<file path="src/design/sgm_pkg.sv">
// ----------------------------------------------------------------------------
// sgm_pkg: shared types and constants for the sobel gradient magnitude unit
// register indexes, field widths and the front to back transfer record
// ----------------------------------------------------------------------------
package sgm_pkg;

	localparam int unsigned MaxWidthDefault = 1024;
	localparam int unsigned QDepth = 8;
	localparam int unsigned PixW   = 8;
	localparam int unsigned GradW  = 11;
	localparam int unsigned MagW   = 15;
	localparam int unsigned RowW   = 16;
	localparam int unsigned ColOutW = 10;
	localparam int unsigned CfgW   = 16;
	localparam int unsigned CfgIdxW = 1;
	localparam int unsigned SqW    = 21;   // h*h+v*v <= 2*1020^2
	localparam int unsigned RadW   = 30;   // 256*(h*h+v*v) fits in 30 bits
	localparam logic [10:0] WidthReset  = 11'd512;
	localparam logic [15:0] HeightReset = 16'd512;

	typedef enum logic [CfgIdxW-1:0] {
		REG_WIDTH  = 1'b0,
		REG_HEIGHT = 1'b1
	} reg_idx_t;

	typedef enum logic [1:0] {
		SQ_IDLE,
		SQ_RUN,
		SQ_DONE
	} sq_state_t;

	// window sums handed from front to back
	typedef struct packed {
		logic signed [GradW-1:0] gh;
		logic signed [GradW-1:0] gv;
		logic [RowW-1:0]         row;
		logic [ColOutW-1:0]      col;
		logic                    last;
	} grad_rec_t;

endpackage

</file>
<file path="src/design/sgm_fifo.sv">
// ----------------------------------------------------------------------------
// sgm_fifo: small queue of gradient records between front and back
// ----------------------------------------------------------------------------
module sgm_fifo import sgm_pkg::*; #(
	parameter int unsigned DEPTH = QDepth
) (
	input  logic      clk,
	input  logic      arst_n,
	input  logic      wr,
	input  grad_rec_t wdata,
	input  logic      rd,
	output grad_rec_t rdata,
	output logic      nonempty,
	output logic      almost_full
);
	localparam int unsigned AW = $clog2(DEPTH);
	grad_rec_t mem_q [DEPTH];
	logic [AW-1:0] wp_q, rp_q;
	logic [AW:0]   cnt_q;

	always_ff @(posedge clk) begin
		if (wr) mem_q[wp_q] <= wdata;
	end

	always_ff @(posedge clk or negedge arst_n) begin
		if (!arst_n) begin
			wp_q <= '0; rp_q <= '0; cnt_q <= '0;
		end else begin
			if (wr) wp_q <= (wp_q == AW'(DEPTH-1)) ? '0 : wp_q + AW'(1);
			if (rd) rp_q <= (rp_q == AW'(DEPTH-1)) ? '0 : rp_q + AW'(1);
			cnt_q <= cnt_q + (AW+1)'(wr) - (AW+1)'(rd);
		end
	end

	assign rdata       = mem_q[rp_q];
	assign nonempty    = (cnt_q != '0);
	// three records may still be in the front pipeline
	assign almost_full = (cnt_q >= (AW+1)'(DEPTH-3));

endmodule

</file>
<file path="config.mk">
export PLATFORM = sky130hd
export DESIGN_NAME = sgm_fifo
export DESIGN_NICKNAME = d
export VERILOG_FILES = /design/src/design/sgm_pkg.sv /design/src/design/sgm_fifo.sv
export SDC_FILE = /design/constraint.sdc
export NUM_CORES = 1
export LEC_CHECK = 0
export BUFFER_PORTS_ARGS = -buffer_cell sky130_fd_sc_hd__buf_2
export CAP_MARGIN = 20
export CORE_MARGIN = 2
export CORE_UTILIZATION = 54
export DETAILED_ROUTE_END_ITERATION = 8
export GPL_TIMING_DRIVEN = 0
export PLACE_DENSITY_LB_ADDON = 0.05
export SLEW_MARGIN = 40
export SYNTH_ARGS = -nofsm -noshare
export SYNTH_HDL_FRONTEND = slang
export SYNTH_SLANG_ARGS = --single-unit
</file>
<file path="constraint.sdc">
create_clock -name clk -period 4.2 [get_ports clk]
set_clock_uncertainty 0.05 [all_clocks]
set_input_delay 0.21 -clock clk [delete_from_list [all_inputs] [get_ports clk]]
set_output_delay 0.21 -clock clk [all_outputs]
set_load 0.01 [all_outputs]
</file>
==> qor.csv <==
stage,metric,value,unit
sta,worst_slack,1.335,ns
drt,vias,7235,
layout,finalInstanceArea,19230,um2
global_route,grt_pass1_vias,7887,
layout,nFillCells,1826,
clocking,cts.path.max_buffers,3,
drt,drc_errors,0,
drt,wl_per_cell,24.22,um
place,gp_congestion,0.6915,
clocking,clock-root-buffer,clkbuf_16,
global_route,grt_max_degree,16,
drt,drtIter0Drc,457,
critical_path,path_common_cell,buf_2,
sta,setup_viol,0,
clocking,clk_latency,0.52,ns
global_route,grt_pass1_wl,46740,um
run,maxCapViolations,0,
critical_path,cp.arrival,2.60,ns
global_route,antenna_found_initial,1,
drt,routed_wl,30710,um
sta,fin_crit,2.865,ns
layout,final_nets,920,
place,place_area,17400,um2
clocking,clkSinkCount,402,
critical_path,timing.rr.start,wp_q[2]$_DFFE_PN0P_,
die,num_rows,62,
synth,synth_warnings,0,
critical_path,path_cells,"buf_2, clkbuf_1, mux4_1, mux2_2, buf_2",
die,die_h,174.5,um
die,die_x,174.5,um
die,coreArea,28630,um2
critical_path,cp-end-kind,output port,
power_and_ir_drop,power.total,12710,uW
synth,yosys.area.top_type,edfxtp_1,
power_and_ir_drop,power_per_cell_area,660.7,nW/um2
critical_path,slowest_delay,0.62,ns
sta,worst_pin_slew,0.7742,ns
outcome,status,completed,
min_path,hp-class,in -> async,
critical_path,path_max_fanout,10,
place,hpwl,19540,um
clocking,post_cts_resized,0,
critical_path,slowest_stage,clkbuf_1,
die,ios,104,
clocking,cts_max_level,2,
synth,synth_top_area_share,75.02,%
clocking,cts_tree,built,
critical_path,cp_num_buf_inv,3,
synth,syn-num-nets,690,
sta,period_share,68.21,%
synth,ys_top_cells_by_area,"edfxtp_1 75%, mux4_1 16%, mux2_2 3.9%",
synth,synth_cells,626,
critical_path,critical_path_class,reg -> out,
critical_path,reg2reg_depth,5,
layout,area_growth,22.57,%
synth,synthDistinctLibCells,23,
synth,synthesis.area,15690,um2
global_route,gr-usage-all-layers,21.00,%
die,start_util,54.82,%
die,die-area,30440,um2
sta,finalMaxSlewViolations,0,
critical_path,path_depth,5,
layout,utilization,67.19,%
layout,drive_above_1_share,30.58,%
sta,rsz0062_at_grt,no,
sta,max_freq,349.1,MHz
global_route,overflow,0,
drt,ant_nets,0,
drt,via_per_inst,5.706,
power_and_ir_drop,peakVddDrop,0.0004550,V
drt,drt-pass1-iter-count,5,
critical_path,r2r_end,mem_q[0][0]$_DFFE_PP_,
place,pre_cts_ws,1.870,ns
critical_path,r2r_setup_slack,1.86,ns
place,port-buffer-count,103,
layout,instances_no_fill,1268,
sta,timing.slew.headroom,48.39,%
sta,final-hold-violation-count,0,
synth,ys_seq_area_share,76.61,%
critical_path,cp.required,3.94,ns
clocking,cts_made_buffers,40,
place,placedCellCount,1146,
synth,syn_area_per_cell,25.07,um2
power_and_ir_drop,p_leak,0.006730,uW
critical_path,crit_family,buffers and inverters,
synth,ys_seq_elements,402,
critical_path,worstSetupStartpointType,flop,
clocking,cts.clk_slew.worst_paths,0.07,ns
cells in the mapped netlist, drive strengths merged:
cell type and number:
clkbuf 13, a21oi 1, xor2 1, nand3 1
nand3b 1, mux2 54, nand2 4, nor3 2
nand2b 2, inv 9, mux4 98, a21o 1
buf 15, xnor2 1, ha 10, o21ai 2
nor2 8, fa 1, edfxtp 392, dfrtp 10
metal layers:
layer | track usage (%) | share of wire [%]
met4 | 5.147 | 1.9
met1 | 28.65 | 43
met5 | 0 | 0
met2 | 35.53 | 50
met3 | 3.937 | 5.0
timing repair:
| item | 4_1_cts | 5_1_grt |
|---|---|---|
| hold buffers | 52 | 0 |
| endpoints found under the hold margin | 409 | 0 |
| buffers inserted | 0 | 0 |
worst register-to-register path: cells and delay by family, from the launching register on:
family | cells | cell delay (ns)
AND/OR/NAND/NOR | 2 | 0.93
buffers and inverters | 3 | 0.62
flip-flops | 1 | 0.42
stage by stage:
stage	setup TNS, ns	hold WS [ns]
finish	0	0.03279
global route	0	0.04900
CTS	0	0.01467
detailed placement	0	0.04937
global placement	-452.67	0.03358
floorplan	0	-0.1356
cells by family after synthesis:
family                   share of synthesized area [%]
XOR/XNOR                                        0.1117
flip-flops                                       76.61
multiplexers                                     20.26
buffers and inverters                            1.435
adder cells (fa/ha/maj)                         0.9250
AO/OA/AOI/OAI                                   0.1435
AND/OR/NAND/NOR                                 0.5103
layout make-up:
class,instances,area (um2),area share (%)
Antenna cell,1,2.502,0.01301
Buffer,28,191.4,0.9954
Clock buffer,46,1045,5.432
Clock inverter,23,264.0,1.373
Inverter,9,33.78,0.1757
Multi-Input combinational cell,187,3512,18.26
Sequential cell,402,12020,62.51
Tap cell,384,480.5,2.498
Timing Repair Buffer,188,1682,8.744
worst max path at each step:
stage | start | endpoint | slack, ns
after floorplan | wp_q[0]$_DFFE_PN0P_ | mem_q[2][0]$_DFFE_PP_ | 1.01
after global placement | wp_q[1]$_DFFE_PN0P_ | mem_q[5][12]$_DFFE_PP_ | -1.34
after detailed placement | wp_q[2]$_DFFE_PN0P_ | mem_q[0][7]$_DFFE_PP_ | 1.87
after CTS | rp_q[2]$_DFFE_PN0P_ | rdata[45] | 1.32
after global routing | rp_q[2]$_DFFE_PN0P_ | rdata[38] | 1.20
final | rp_q[2]$_DFFE_PN0P_ | rdata[38] | 1.34
flip-flops by register name, indices dropped and copies added, names as in the netlist:
register and count:
mem_q 392, cnt_q 4, rp_q 3, wp_q 3
report_power, final:
part           switching, uW  internal, uW  leakage [uW]
Clock                   1390          2140      0.000635
Combinational           2020          1990       0.00242
Sequential               143          5020       0.00368
cells in the final DEF (no fill, tap or decap), drive strengths merged, types with 9 or more instances in the layout:
cell	count
buf	151
clkbuf	59
clkinv	14
dfrtp	10
dlygate4sd3	52
edfxtp	392
ha	10
inv	9
mux2	54
mux4	98
(Power assumes the default switching activity.)
