**config.mk**
```make
export PLATFORM = sky130hd
export DESIGN_NAME = sgm_back
export DESIGN_NICKNAME = d
export VERILOG_FILES = /design/src/design/sgm_pkg.sv /design/src/design/sgm_back.sv
export SDC_FILE = /design/constraint.sdc
export NUM_CORES = 1
export LEC_CHECK = 0
export BUFFER_PORTS_ARGS = -buffer_cell sky130_fd_sc_hd__clkbuf_2
export CAP_MARGIN = 20
export CORE_UTILIZATION = 60
export CTS_CLUSTER_DIAMETER = 60
export CTS_CLUSTER_SIZE = 10
export DETAILED_ROUTE_END_ITERATION = 10
export PLACE_DENSITY = 0.8
export SETUP_SLACK_MARGIN = 0.05
export SYNTH_ARGS = -nofsm -noshare
export SYNTH_HDL_FRONTEND = slang
export SYNTH_SLANG_ARGS = --single-unit
```
**constraint.sdc**
```tcl
create_clock -name clk -period 9.83 [get_ports clk]
set_clock_uncertainty 0.1 [all_clocks]
set_input_delay 1.4745 -clock clk [delete_from_list [all_inputs] [get_ports clk]]
set_output_delay 1.4745 -clock clk [all_outputs]
set_load 0.02 [all_outputs]
```
**src/design/sgm_pkg.sv**
```systemverilog
// ----------------------------------------------------------------------------
// sgm_pkg: shared types and constants for the sobel gradient magnitude unit
// register indexes, field widths and the front to back transfer record
// ----------------------------------------------------------------------------
package sgm_pkg;

	localparam int unsigned MaxWidthDefault = 1024;
	localparam int unsigned QDepth = 8;
	localparam int unsigned PixW   = 8;
	localparam int unsigned GradW  = 11;
	localparam int unsigned MagW   = 15;
	localparam int unsigned RowW   = 16;
	localparam int unsigned ColOutW = 10;
	localparam int unsigned CfgW   = 16;
	localparam int unsigned CfgIdxW = 1;
	localparam int unsigned SqW    = 21;   // h*h+v*v <= 2*1020^2
	localparam int unsigned RadW   = 30;   // 256*(h*h+v*v) fits in 30 bits
	localparam logic [10:0] WidthReset  = 11'd512;
	localparam logic [15:0] HeightReset = 16'd512;

	typedef enum logic [CfgIdxW-1:0] {
		REG_WIDTH  = 1'b0,
		REG_HEIGHT = 1'b1
	} reg_idx_t;

	typedef enum logic [1:0] {
		SQ_IDLE,
		SQ_RUN,
		SQ_DONE
	} sq_state_t;

	// window sums handed from front to back
	typedef struct packed {
		logic signed [GradW-1:0] gh;
		logic signed [GradW-1:0] gv;
		logic [RowW-1:0]         row;
		logic [ColOutW-1:0]      col;
		logic                    last;
	} grad_rec_t;

endpackage

```
**src/design/sgm_back.sv**
```systemverilog
// ----------------------------------------------------------------------------
// sgm_back: magnitude by a digit-serial integer square root
// one result bit per cycle, output register toward the consumer
// ----------------------------------------------------------------------------
module sgm_back import sgm_pkg::*; (
	input  logic                 clk,
	input  logic                 arst_n,
	input  logic                 rec_avail,
	input  grad_rec_t            rec,
	output logic                 rec_take,
	input  logic                 pop,
	output logic                 empty,
	output logic signed [GradW-1:0] grad_horizontal,
	output logic signed [GradW-1:0] grad_vertical,
	output logic [MagW-1:0]      magnitude,
	output logic [RowW-1:0]      center_row,
	output logic [ColOutW-1:0]   center_col,
	output logic                 last_of_frame
);
	sq_state_t st_q, st_d;
	grad_rec_t rec_q;
	logic [MagW-1:0]   root_q;
	logic [3:0]        step_q;
	logic              out_full_q;
	logic signed [2*GradW-1:0] hh, vv;
	logic [SqW-1:0]    sq;
	logic              fire;

	assign hh = rec.gh * rec.gh;
	assign vv = rec.gv * rec.gv;
	assign sq = SqW'(hh) + SqW'(vv);

	assign fire = (st_q == SQ_DONE) && (!out_full_q || pop);

	always_comb begin
		unique case (st_q)
			SQ_IDLE: st_d = rec_avail ? SQ_RUN : SQ_IDLE;
			SQ_RUN:  st_d = (step_q == 4'd0) ? SQ_DONE : SQ_RUN;
			SQ_DONE: st_d = fire ? SQ_IDLE : SQ_DONE;
			default: st_d = SQ_IDLE;
		endcase
	end

	always_comb begin
		rec_take = (st_q == SQ_IDLE) && rec_avail;
	end

	// rad holds the unconsumed radicand bits, part the partial remainder
	logic [RadW-1:0]  rad_q;
	logic [MagW+2:0]  part_q;
	logic [MagW+2:0]  pnext;
	logic [MagW+2:0]  tsub;
	always_comb begin
		pnext = {part_q[MagW:0], rad_q[RadW-1 -: 2]};
		tsub  = {1'b0, root_q, 2'b01};
	end

	always_ff @(posedge clk or negedge arst_n) begin
		if (!arst_n) begin
			st_q       <= SQ_IDLE;
			out_full_q <= 1'b0;
		end else begin
			st_q <= st_d;
			if (fire) out_full_q <= 1'b1;
			else if (pop) out_full_q <= 1'b0;
		end
	end

	always_ff @(posedge clk) begin
		if (rec_take) begin
			rec_q  <= rec;
			rad_q  <= {1'b0, sq, 8'd0};
			part_q <= '0;
			root_q <= '0;
			step_q <= 4'd14;
		end else if (st_q == SQ_RUN) begin
			rad_q  <= rad_q << 2;
			step_q <= step_q - 4'd1;
			if (pnext >= tsub) begin
				part_q <= pnext - tsub;
				root_q <= {root_q[MagW-2:0], 1'b1};
			end else begin
				part_q <= pnext;
				root_q <= {root_q[MagW-2:0], 1'b0};
			end
		end
		if (fire) begin
			grad_horizontal <= rec_q.gh;
			grad_vertical   <= rec_q.gv;
			magnitude       <= root_q;
			center_row      <= rec_q.row;
			center_col      <= rec_q.col;
			last_of_frame   <= rec_q.last;
		end
	end

	assign empty = !out_full_q;

endmodule

```
==> results of run 1 <==
-- per-stage QoR --
stage / setup WS, ps / std cells / cell area, um^2 / hold WS (ps) / utilization
CTS: 1811 / 1764 / 16150 / 312.0 / 0.6817
global route: 1406 / 1764 / 16150 / 316.9 / 0.6817
finish: 1777 / 1764 / 16150 / 311.5 / 0.6817
global placement: 1587 / 1732 / 15500 / 300.7 / 0.6546
detailed placement: 1418 / 1732 / 15500 / 304.5 / 0.6546
floorplan: 1962 / 1323 / 14600 / 300.3 / -
-- cell families (layout without fill, tap and decap cells) --
logic type,Yosys count,count (layout),share of synthesized area
AO/OA/AOI/OAI,135,135,0.05692
XOR/XNOR,52,52,0.03120
adder cells (fa/ha/maj),326,326,0.3952
buffers and inverters,354,476,0.09163
flip-flops,173,173,0.3302
multiplexers,7,7,0.004800
AND/OR/NAND/NOR,276,276,0.09009
-- worst max-delay path, stage by stage --
cell,delay [ps]
clkbuf_2,340
nand2_1,240
inv_1,180
fa_1,460
fa_1,550
inv_1,60
fa_1,520
fa_1,520
inv_1,50
fa_1,480
fa_1,490
inv_1,60
fa_1,530
inv_1,40
ha_1,320
o21a_1,130
o21ai_0,370
a21oi_1,120
and2_1,240
or4_1,490
a31oi_1,210
xor2_1,160
o21ai_1,70
-- cell usage in the layout, fill, tap and decap left out, types with 22 or more instances in the layout --
cell and count:
a21oi_1 25, and2_1 34, clkbuf_2 118, dfxtp_1 36
edfxtp_1 134, fa_1 225, ha_1 101, inv_1 319
nand2_1 110, nand3_1 25, nor2_1 43, nor2b_1 22
o21ai_0 57, xnor2_1 34
-- worst paths after layout --
check | startpoint | end | cells after the start | slack (ps)
max | rec[48] | rad_q[27] | 23 | 1780
min | rec_q[0] | last_of_frame | 0 | 310
max reg2reg | root_q[0] | part_q[15] | 10 | 6670
min reg2reg | rec_q[0] | last_of_frame | 0 | 310
max in group asynchronous | arst_n | st_q[0] | 1 | 8790
min in group asynchronous | arst_n | out_full_q | 1 | 730
-- layout make-up --
type,instances,area [um^2],area share
multi-input combinational,796,8447,0.5232
clock inverter,15,217.7,0.01348
inverter,320,1201,0.07440
tap,319,399.1,0.02472
clock buffer,17,425.4,0.02635
sequential,173,4820,0.2985
timing repair buffer,124,635.6,0.03937
-- registers in the layout (all words and copies together), names as in the netlist, 2 cells and up --
| signal | flops |
|---|---|
| part_q | 16 |
| magnitude | 15 |
| grad_vertical | 11 |
| st_q | 2 |
| rec_q | 49 |
| step_q | 4 |
| rad_q | 22 |
| grad_horizontal | 11 |
| center_row | 16 |
| center_col | 10 |
| root_q | 15 |
-- routing by layer --
layer | vias to the layer above | global-route usage
li1 | 4358 | -
met5 | - | 0
met1 | 4701 | 0.3165
met2 | 327 | 0.4271
met4 | 0 | 0.08608
met3 | 50 | 0.03312
==> results.toml, run 1 <==
[route]
wirelength_mm = 28.37
met1_length_mm = 11.42
route.met3.wl_mm = 1.519
wire_per_inst_um = 16.09
vias = 9436
postRouteAntennaNets = 0
drc_errors = 0
first_pass_iters = 5
dr_wl_met2_mm = 14.75
initialDrtViolationCount = 499
routed_via_density = 5.349
routed.top_layer = "met4"

[critical_path]
critPathLaunchType = "primary input"
critPathKind = "in -> reg"
critPathRequiredTime_ps = 9890
end_kind = "flip-flop"
worstPathArrival_ps = 8120
cp_max_fo = 22

[timing]
setup_viol = 0
timing.slew.headroom = 0.4313
period_share = 0.8192
fmax_ghz = 0.1242
rsz0062_at_grt = "no"
hold_viol_final = 0
finalCriticalPeriod_ps = 8053
tns_ps = 0
tightest_slew_ps = 853.0
slew_violations = 0

[synthesis]
ys_ff_latch = 173
synth.top_cell.area_share = 0.3086
synth_edf_count = 134
synth_fp_nets = 1702
syn_area_per_cell_um2 = 11.03
synth_top_cell_by_area = "fa_1"
ys_seq_area_frac = 0.3302
synth_warnings = 0
synth_ff_type = "edfxtp_1"
synth.distinct_cells = 52
synth_common_cells = "inv_1, fa_1, edfxtp_1, nand2_1, ha_1"
postSynth.asyncResetShare = 0.01734
yosysMostFrequentCell = "inv_1"
syn_area_mm2 = 0.01460
netlist_top_cells_area = "fa_1, edfxtp_1, ha_1"
synthCells = 1323

[cts]
clock_latency_ps = 430
cts_buffers = 17
cts_setup_buffers = 0
clk_path_buf_depth = 2
cts_tree = "yes"
hold_buffers = 0
htree_levels = 4
cts_resized = 0
clock-sinks = 173
clk_pin_slew_ps = 70
cts-root-buf = "clkbuf_16"

[run_status]
status = "finished clean"

[die]
ios = 119
die_h_um = 158.0
row_count = 56
die_area_mm2 = 0.02495
core_mm2 = 0.02368
die_x_um = 158.0
initial_core_util = 0.6163

[global_routing]
grt_start_max_net_pins = 65
grt_pass1_vias = 9761
track_usage = 0.2457
grt_pass1_wl_mm = 46.63
grt_overflow = 0
antenna_found_initial = 0

[layout]
fill_cells = 1709
drive_gt1_frac = 0.1142
syn2layout_area_growth_pct = 10.61
antenna_cells = 0
nets = 1811

[placed_design]
io_buffers = 118
place_congestion = 0.9053
dp.final_hpwl_mm = 21.80

[hold_path]
hold_path.class = "reg -> reg"

[job]
max-cap-violations = 0
Power of run 1 is left out: the tool's default activity adds up to more than one toggle a clock period on the data nets, which glitch-free logic cannot reach.
==> run 2: changes to the inputs <==
CORE_UTILIZATION = 56   (was 60)
PLACE_DENSITY = 0.78   (was 0.8)
clock period = 7.3 ns   (was 9.83 ns; I/O delays follow)
==> run 2 against run 1 <==
Compared with the run above: setup slack worse by 1500 ps; utilization shrank 1.9 points; global-route usage shrank 1.2 points; hold slack gained 1.8 ps; wire length rose by 2.0%; count of clock-buffer cells in the layout did not move; via count up 2.9%; register-to-register slack got worse by 2600 ps; cell area is 4.3% higher; non-clock buffer count rose by 88; die area is 7.1% higher; largest cell class unchanged.
==> results.toml, run 2 (same netlist as run 1, synthesis figures left out) <==
[timing]
rsz0062_at_grt = "yes"
finalCriticalPeriod_ps = 7010
slew_violations = 0
setup_viol = 0
timing.slew.headroom = 0.3909
period_share = 0.9603
setup_slack_ps = 289.8
fmax_ghz = 0.1426
tightest_slew_ps = 905.4
hold_viol_final = 0

[layout]
fill_cells = 1871
layout_commonest_cell = "inv_1"
drive_gt1_frac = 0.1683
largestRegisters = "rec_q (49), rad_q (22)"
multiInputGateArea_mm2 = 0.008464
largest_reg_flops = 49
syn2layout_area_growth_pct = 15.40
final_cell_mix = "inv_1, fa_1, edfxtp_1, clkbuf_2, nand2_1"
final_core_util = 0.6632
antenna_cells = 0
largest-register = "rec_q"
nets = 1899
seq_area_mm2 = 0.004820
final_area_mm2 = 0.01684

[critical_path]
end_kind = "flip-flop"
critPathLaunchType = "primary input"
critPathKind = "in -> reg"
critPathRequiredTime_ps = 7370
cp_max_fo = 7
worstPathArrival_ps = 7080
rr_startpoint = "root_q[0]"
startpoint = "rec[38]"

[global_routing]
grt_overflow = 0
antenna_found_initial = 0
grt_start_max_net_pins = 65
track_usage = 0.2339
grt_pass1_vias = 10267
grt_pass1_wl_mm = 48.53

[route]
routed_via_density = 5.214
postRouteAntennaNets = 0
initialDrtViolationCount = 700
first_pass_iters = 5
vias = 9713
wirelength_mm = 28.93
wire_per_inst_um = 15.53
drc_errors = 0

[cts]
cts_buffers = 17
cts_setup_buffers = 0
hold_buffers = 0
clk_pin_slew_ps = 80
clock-sinks = 173
cts_resized = 0
clk_path_buf_depth = 2
clock_latency_ps = 440
htree_levels = 4
cts_tree = "yes"
cts-root-buf = "clkbuf_16"

[placed_design]
place_congestion = 0.9894
place_area_mm2 = 0.01620
place_ws_ps = -162.3
io_buffers = 118
dp.final_hpwl_mm = 23.07

[die]
die_area_mm2 = 0.02671
core_mm2 = 0.02540
initial_core_util = 0.5747
die_x_um = 163.4
die_h_um = 163.4
row_count = 58
ios = 119

[hold_path]
hold_path.class = "reg -> reg"
min-delay-start = "rec_q[30]"

[run_status]
status = "finished clean"

[job]
max-cap-violations = 0
run 2: area by class of cell:
cell class              count  area share
well taps                 330     0.02451
multi-input cells         796      0.5025
clock buffers              17     0.02526
inverters                 320     0.07131
clock inverters            15     0.01255
flip-flops and latches    173      0.2861
repair buffers            212     0.07770
run 2: path summary, 6_finish.rpt:
path                                     to  cells after the start  slack, ps
setup reg to reg                  part_q[0]                     11       4100
max in group asynchronous        out_full_q                      1       6650
hold reg to reg            grad_vertical[3]                      0        310
setup / recovery                  rad_q[27]                     21        290
min in group asynchronous           st_q[1]                      1        340
hold / removal             grad_vertical[3]                      0        310
run 2: metrics by stage:
stage          hold slack, ps  instances  TNS (ps)
6_report                313.3       1863         0
5_1_grt                 317.3       1863         0
4_1_cts                 316.6       1863         0
3_5_place_dp            304.5       1831    -369.3
3_3_place_gp            300.3       1831    -277.9
2_1_floorplan           300.3       1323         0
run 2: worst max-delay path, stage by stage:
cell,delay (ps)
buf_2,230
nand2_1,140
fa_1,500
fa_1,560
inv_1,60
fa_1,490
fa_1,510
fa_1,520
inv_1,60
fa_1,500
fa_1,540
inv_1,40
ha_1,290
o21a_1,190
o21ai_2,130
a21oi_1,80
and2_1,190
or4_1,480
a31oi_1,200
xor2_1,180
o21ai_1,80
run 2: per-layer routing:
layer,wire [um],track usage,share of wire
met5,0,0,0
met4,833,0.08921,0.029
met3,2093,0.04418,0.072
met2,14490,0.3916,0.50
met1,11510,0.3011,0.40
Power of run 2 is left out for the same reason.
